==> src/rtl/hgm_pkg.sv <==
package hgm_pkg;

    // Request to the shared iterative divide / square-root unit.
    typedef struct packed {
        logic go;
        logic sqrt_op;
    } t_iter_req;

    localparam int ITER_NUM_W = 64;
    localparam int ITER_DEN_W = 32;
    localparam int ITER_RES_W = 32;

endpackage

==> src/rtl/hgm_iter.sv <==
module hgm_iter (
    input  logic                          i_clk,
    input  logic                          i_rst_n,
    input  hgm_pkg::t_iter_req            i_req,
    input  logic [hgm_pkg::ITER_NUM_W-1:0] i_num,
    input  logic [hgm_pkg::ITER_DEN_W-1:0] i_den,
    output logic                          o_done,
    output logic [hgm_pkg::ITER_RES_W-1:0] o_res
);
    import hgm_pkg::*;

    logic                  r_run;
    logic                  r_sqrt;
    logic                  r_done;
    logic [4:0]            r_k;
    logic [ITER_NUM_W-1:0] r_rem;
    logic [ITER_NUM_W-1:0] r_root;
    logic [ITER_DEN_W-1:0] r_den;
    logic [ITER_NUM_W-1:0] bitv;
    logic [ITER_NUM_W-1:0] trial;
    logic                  ge;

    // One compare and subtract per cycle serves both the restoring
    // square root (one root bit per step from two bits of the radicand) and the
    // restoring division (one quotient bit per step).
    always_comb begin
        bitv  = ITER_NUM_W'(1) << {r_k, 1'b0};
        trial = r_sqrt ? (r_root + bitv)
                       : ({{(ITER_NUM_W-ITER_DEN_W){1'b0}}, r_den} << r_k);
        ge    = (r_rem >= trial);
    end

    always_ff @(posedge i_clk) begin
        if (!i_rst_n) begin
            r_run  <= 1'b0;
            r_sqrt <= 1'b0;
            r_done <= 1'b0;
            r_k    <= '0;
        end else begin
            r_done <= 1'b0;
            if (i_req.go) begin
                r_run  <= 1'b1;
                r_sqrt <= i_req.sqrt_op;
                r_k    <= i_req.sqrt_op ? 5'd31 : 5'd16;
            end else if (r_run) begin
                r_k <= r_k - 5'd1;
                if (r_k == 5'd0) begin
                    r_run  <= 1'b0;
                    r_done <= 1'b1;
                end
            end
        end
    end

    always_ff @(posedge i_clk) begin
        if (i_req.go) begin
            r_rem  <= i_num;
            r_root <= '0;
            r_den  <= i_den;
        end else if (r_run) begin
            if (ge) begin
                r_rem <= r_rem - trial;
            end
            if (r_sqrt) begin
                r_root <= ge ? ((r_root >> 1) + bitv) : (r_root >> 1);
            end else begin
                r_root <= {r_root[ITER_NUM_W-2:0], ge};
            end
        end
    end

    assign o_done = r_done;
    assign o_res  = r_root[ITER_RES_W-1:0];

endmodule

==> config.mk <==
export PLATFORM = sky130hd
export DESIGN_NAME = hgm_iter
export DESIGN_NICKNAME = d
export VERILOG_FILES = /design/src/rtl/hgm_pkg.sv /design/src/rtl/hgm_iter.sv
export SDC_FILE = /design/constraint.sdc
export NUM_CORES = 1
export LEC_CHECK = 0
export ABC_AREA = 0
export BUFFER_PORTS_ARGS = -buffer_cell sky130_fd_sc_hd__buf_2
export CORE_UTILIZATION = 25
export CTS_CLUSTER_SIZE = 12
export DETAILED_ROUTE_END_ITERATION = 10
export GPL_TIMING_DRIVEN = 0
export SYNTH_ARGS = -nofsm -noshare
export SYNTH_HDL_FRONTEND = slang
export SYNTH_SLANG_ARGS = --single-unit
==> constraint.sdc <==
create_clock -name i_clk -period 9.68 [get_ports i_clk]
set_input_delay 0.484 -clock i_clk [delete_from_list [all_inputs] [get_ports i_clk]]
set_output_delay 0.484 -clock i_clk [all_outputs]
set_load 0.01 [all_outputs]
# After elaboration in Yosys (flattened, before gate mapping)
# Index checks and enable logic that the tools add are counted.
totals:
  register_bits: 168
  latchBits: 0
  ramBits: 0
  romBits: 0
  mem_count: 0
op_classes:
  n_addsub: 4
  multipliers: 0
  n_div: 0
  order_cmp: 1
  n_eq_ne: 0
  shifts: 2
  n_mux: 13
  n_bitwise: 2
  reduce_logical: 5
ops:
  columns: ["operator", "count"]
  rows:
  - ["$mux W64", 6]
  - ["$add A63 B64 Y64", 1]
  - ["$add A64 B64 Y64", 1]
  - ["$ge A64 B64 Y1", 1]
  - ["$shl A1 B6 Y64 const A", 1]
  - ["$shl A32 B5 Y64", 1]
  - ["$sub A64 B64 Y64", 1]
  - ["$mux W5", 2]
  - ["$logic_not A5 Y1", 1]
  - ["$sub A5 B1 Y5 const B", 1]
  - ["$mux W1", 4]
  - ["$mux W4", 1]
  - ["$reduce_bool A2 Y1", 2]
  - ["$reduce_or A3 Y1", 1]
  - ["$not A1 Y1", 2]
  - ["$reduce_and A2 Y1", 1]

# Depth between registers and ports, before layout
logic_depth:
  depth_word: 7
  ltp_mapped: 33
  depth_no_buf: 27

# Worst setup path before layout
# Ideal clock, no wire load.
synth_path:
  path_type: "register to register"
  startpoint: "reg r_k[0]"
  endpoint: "reg r_rem[0] (enable)"
  setup_time_ps: 423
  arrival_ps: 7689
  setup_slack_ps: 1568
  path_stages_with_launch: 32
  n_path_buf: 6
  synth_period_minus_slack_ps: 8112
  cell_sequence: "dfxtp_1 -> buf_2 -> buf_2 -> clkbuf_1 -> inv_1 -> ha_1 -> nand2_1 -> nor2_1 -> ha_1 -> nand4_1 -> or2_2 -> a211o_1 -> a31o_2 -> nand2_1 -> a21o_1 -> a21boi_0 -> o21ai_0 -> xor2_1 -> a21oi_1 -> ha_1 -> clkbuf_1 -> and4_1 -> and4_1 -> and3_1 -> inv_1 -> a32oi_1 -> o21ai_2 -> a21oi_1 -> clkbuf_1 -> buf_2 -> nand2_1 -> nand2_1"
synth_between:
  elab_chain_len: 6
  word_cells_on_any_way: 7
  classes_between: "add/sub (1); order compare (1); shift (2); mux (1); reduce/logical (2)"
synth_rtl:
  columns: ["element", "line_no", "source"]
  rows:
  - ["from (decl)", "hgm_iter.sv:15", "logic [4:0] r_k;"]
  - ["from (signal assigned)", "hgm_iter.sv:44", "r_k <= i_req.sqrt_op ? 5'd31 : 5'd16;"]
  - ["from (signal assigned)", "hgm_iter.sv:46", "r_k <= r_k - 5'd1;"]
  - ["$shl A1 B6 Y64", "hgm_iter.sv:27", "bitv = ITER_NUM_W'(1) << {r_k, 1'b0};"]
  - ["$add A64 B64 Y64", "hgm_iter.sv:28", "trial = r_sqrt ? (r_root + bitv)"]
  - ["$mux W64 (*)", "hgm_iter.sv:28", null]
  - ["$ge A64 B64 Y1 (*)", "hgm_iter.sv:30", "ge = (r_rem >= trial);"]
  - ["$reduce_bool A2 Y1 (no line) (*)", null, null]
  - ["$reduce_and A2 Y1 (no line) (*)", null, null]
  - ["to (signal assigned)", "hgm_iter.sv:57", "r_rem <= i_num;"]
  - ["to (signal assigned)", "hgm_iter.sv:62", "r_rem <= r_rem - trial;"]
  - ["to (decl)", "hgm_iter.sv:16", "logic [ITER_NUM_W-1:0] r_rem;"]
# Every way passes the cells marked *; elsewhere a longest branch is shown, timed or not.
# A chain may end at the register's enable or synchronous reset.

# Final worst setup path
layout_path:
  startpoint: "reg r_k[2]"
  endpoint: "reg r_rem[37] (enable)"
# The elaborated chain is that of the path after synthesis.

==> flow_metrics.tcl <==
set metrics [dict create \
    num_vias 19900 \
    grt_usage_pct 20.3 \
    worstPathRequired_ns 9.85 \
    ys.flop_type "edfxtp_1" \
    synth_cell_type_count 94 \
    p_sw_mw 2.21 \
    cp_max_fo 62 \
    power_frac_comb_pct 60.1 \
    antenna_found_initial 0 \
    post_dp_cell_area_um2 20800 \
    tightest_slew_ns 1.47 \
    synth-adder-area-share_pct 9.03 \
    start_util_pct 25.3 \
    cp-end-kind "register" \
    leakagePower_nw 8.01 \
    intPower_mw 2.32 \
    avgSynthCellArea_um2 7.77 \
    synth_top_family_by_area "compound AO/OA/AOI/OAI gates" \
    pwr-share-clk_pct 16.6 \
    yosys.area.top_type_share_pct 15.3 \
    syn_area_um2 18900 \
    fin_worst_skew_ns 0.0326 \
    irDropWorstVdd_mv 0.125 \
    drtPass1Iterations 5 \
    fillers 8152 \
    min_period_ns 9.33 \
    dieArea_um2 76600 \
    regArea_um2 4320 \
    htree_num_levels 4 \
    yosys.area.top_type "edfxtp_1" \
    clockBufferDepth 2 \
    top_level_ports 133 \
    diodes 0 \
    maxSlewViolCount 0 \
    grt_pass1_wl_um 119000 \
    synthMuxAreaShare_pct 6.30 \
    hold_buffers 0 \
    synthSimpleGateAreaFrac_pct 19.4 \
    setup_viol 0 \
    grt_overflow 0 \
    synth_most_common_cell "nand2_1" \
    ys_top_cells_by_count "317 x nand2_1, 228 x o21ai_0, 175 x nor2_1, 166 x a21oi_1, 158 x clkbuf_1" \
    drt_iter0_drc 2320 \
    synth_area_leaders "edfxtp_1 15%, ha_1 8.8%, dfxtp_1 7.6%" \
    synth_compound_area_share_pct 28.5 \
    cts-root-buf "clkbuf_16" \
    clkSlewWorstSetupHoldPaths_ns 0.08 \
    syn_inst 2430 \
    cap_violations 0 \
    viasPerCell 5.58 \
    wl_met2_um 34900 \
    hold_viol 0 \
    clock_sinks 168 \
    async_flop_share_pct 0 \
    place_hpwl_um 63400 \
    ant_nets 0 \
    max_stage_delay_ns 0.56 \
    timing.final.crit_share_pct 96.4 \
    yosysSeqAreaShare_pct 22.9 \
    grt_max_degree 63 \
    crit_slowest_cell "clkbuf_1" \
    startpoint_type "register" \
    clk_latency_ns 0.52 \
    die_x_um 277 \
    slew-limit-headroom_pct 1.84 \
    total_power_mw 4.53 \
    rsz0062_at_grt "no" \
    synth_xor_area_share_pct 8.07 \
    yosysWarnings 0 \
    rows 100 \
    syn2layout_area_growth_pct 13.3 \
    routed_wl_um 78900 \
    gp_congestion 0.971 \
    port_buffers 132 \
    routed.top_layer "met4" \
    core_area_um2 74600 \
    wl_met1_um 35100 \
    path_common_cell "nand2_1" \
    cp_num_buf_inv 7 \
    critical_path.top_delay_family "buffers and inverters" \
    fin_setup_tns_ns 0 \
    finalNetCount 2814 \
    syn_nets 2664 \
    p_per_area_nw_per_um2 212 \
    cts_buffers 17 \
    cts_tree "done" \
    seq_power_share_pct 23.3 \
    first_global_vias 18900 \
    fmax_ghz 0.107 \
    route.met3.wl_um 5880 \
    arrival_ns 9.50 \
    cts_setup_buffers 0 \
    crit_type "register to register" \
    synth_edf_count 96 \
    outcome "completed" \
    fin_area_um2 21400 \
    drive_gt1_share_pct 11.5 \
    drc 0 \
    die_h_um 277 \
    ys_seq_elements 168 \
    wire_per_inst_um 22.1 \
    hp-class "input port to register" \
    multiInputGateArea_um2 13500 \
    swShare_pct 48.7 \
]
[flip-flops by register name, summed over array words and instances (netlist names)]
| register | cells |
|---|---|
| r_k | 5 |
| r_root | 64 |
| o_done | 1 |
| r_rem | 64 |
| r_den | 32 |
| r_run | 1 |
| r_sqrt | 1 |
[per-stage QoR]
step | instances | setup slack (ns) | util [%] | hold WS, ns
final | 3562 | 0.346 | 28.7 | 0.137
after global routing | 3562 | 0.0742 | 28.7 | 0.124
after CTS | 3564 | 0.0697 | 28.7 | 0.113
after detailed placement | 3532 | -0.595 | 27.9 | 0.589
after floorplan | 2430 | 1.57 | - | 0.473
after global placement | 3531 | -2.50 | 27.8 | 0.592
[worst paths after layout]
| check | from | to | slack, ns | cells past startpoint |
|---|---|---|---|---|
| setup / recovery | r_k[2]$_SDFFE_PN0P_ | r_rem[37]$_DFFE_PP_ | 0.35 | 27 |
| hold / removal | i_den[23] | r_den[23]$_DFFE_PP_ | 0.14 | 1 |
| setup reg to reg | r_k[2]$_SDFFE_PN0P_ | r_rem[37]$_DFFE_PP_ | 0.35 | 27 |
| hold reg to reg | r_root[0]$_SDFFE_PP0P_ | r_root[0]$_SDFFE_PP0P_ | 0.62 | 2 |
[worst reg2reg max path: cells and delay by family, from the launching register on]
kind / cells / cell delay, ns
AND/OR/NAND/NOR: 11 / 2.66
flip-flops: 1 / 0.40
AO/OA/AOI/OAI: 6 / 1.95
XOR/XNOR: 1 / 0.28
adder cells (fa/ha/maj): 2 / 0.70
buffers and inverters: 7 / 2.87
[placed cells by master, fill, tap and decap left out, drive strengths merged, types with 52 or more instances in the layout]
| cell type | Yosys | layout |
|---|---|---|
| a21o | 52 | 52 |
| ha | 133 | 133 |
| a21oi | 166 | 166 |
| clkbuf | 158 | 173 |
| o21ai | 233 | 233 |
| xor2 | 79 | 79 |
| edfxtp | 96 | 96 |
| nand2 | 317 | 317 |
| dfxtp | 72 | 72 |
| a31oi | 62 | 62 |
| inv | 47 | 59 |
| nor2 | 175 | 175 |
| xnor2 | 95 | 95 |
| buf | 48 | 181 |
[routing by layer]
metal  vias to the layer above  global-route usage, %
met5                         -                      0
met4                         0                   8.40
met3                       154                   3.05
met2                       911                   31.7
met1                      9460                   27.9
li1                       9338                      -
[kinds of logic after synthesis]
| family | count (synthesis) |
|---|---|
| AO/OA/AOI/OAI | 824 |
| XOR/XNOR | 174 |
| adder cells (fa/ha/maj) | 136 |
| buffers and inverters | 254 |
| flip-flops | 168 |
| multiplexers | 87 |
| AND/OR/NAND/NOR | 787 |
[timing repair]
item                       CTS  global route
pin swaps                    0             0
setup endpoints to repair   67            65
resized for setup            3             5
[final cells by class]
type,instances,area share (%)
Multi-Input combinational cell,2008,63.0
Sequential cell,168,20.2
Tap cell,969,5.67
Buffer,204,4.25
Timing Repair Buffer,133,3.22
Clock buffer,17,1.99
Inverter,48,0.842
Clock inverter,15,0.790
[power by group through the flow]
stage                     clock, mW  combinational [mW]  sequential [mW]
final                         0.751                2.72             1.06
after global routing          0.789                2.98             1.07
after CTS                     0.767                2.66             1.05
after detailed placement          0                2.64             1.07
after global placement            0                2.63             1.07
after floorplan                   0                1.92             1.03
(Power assumes the default switching activity.)
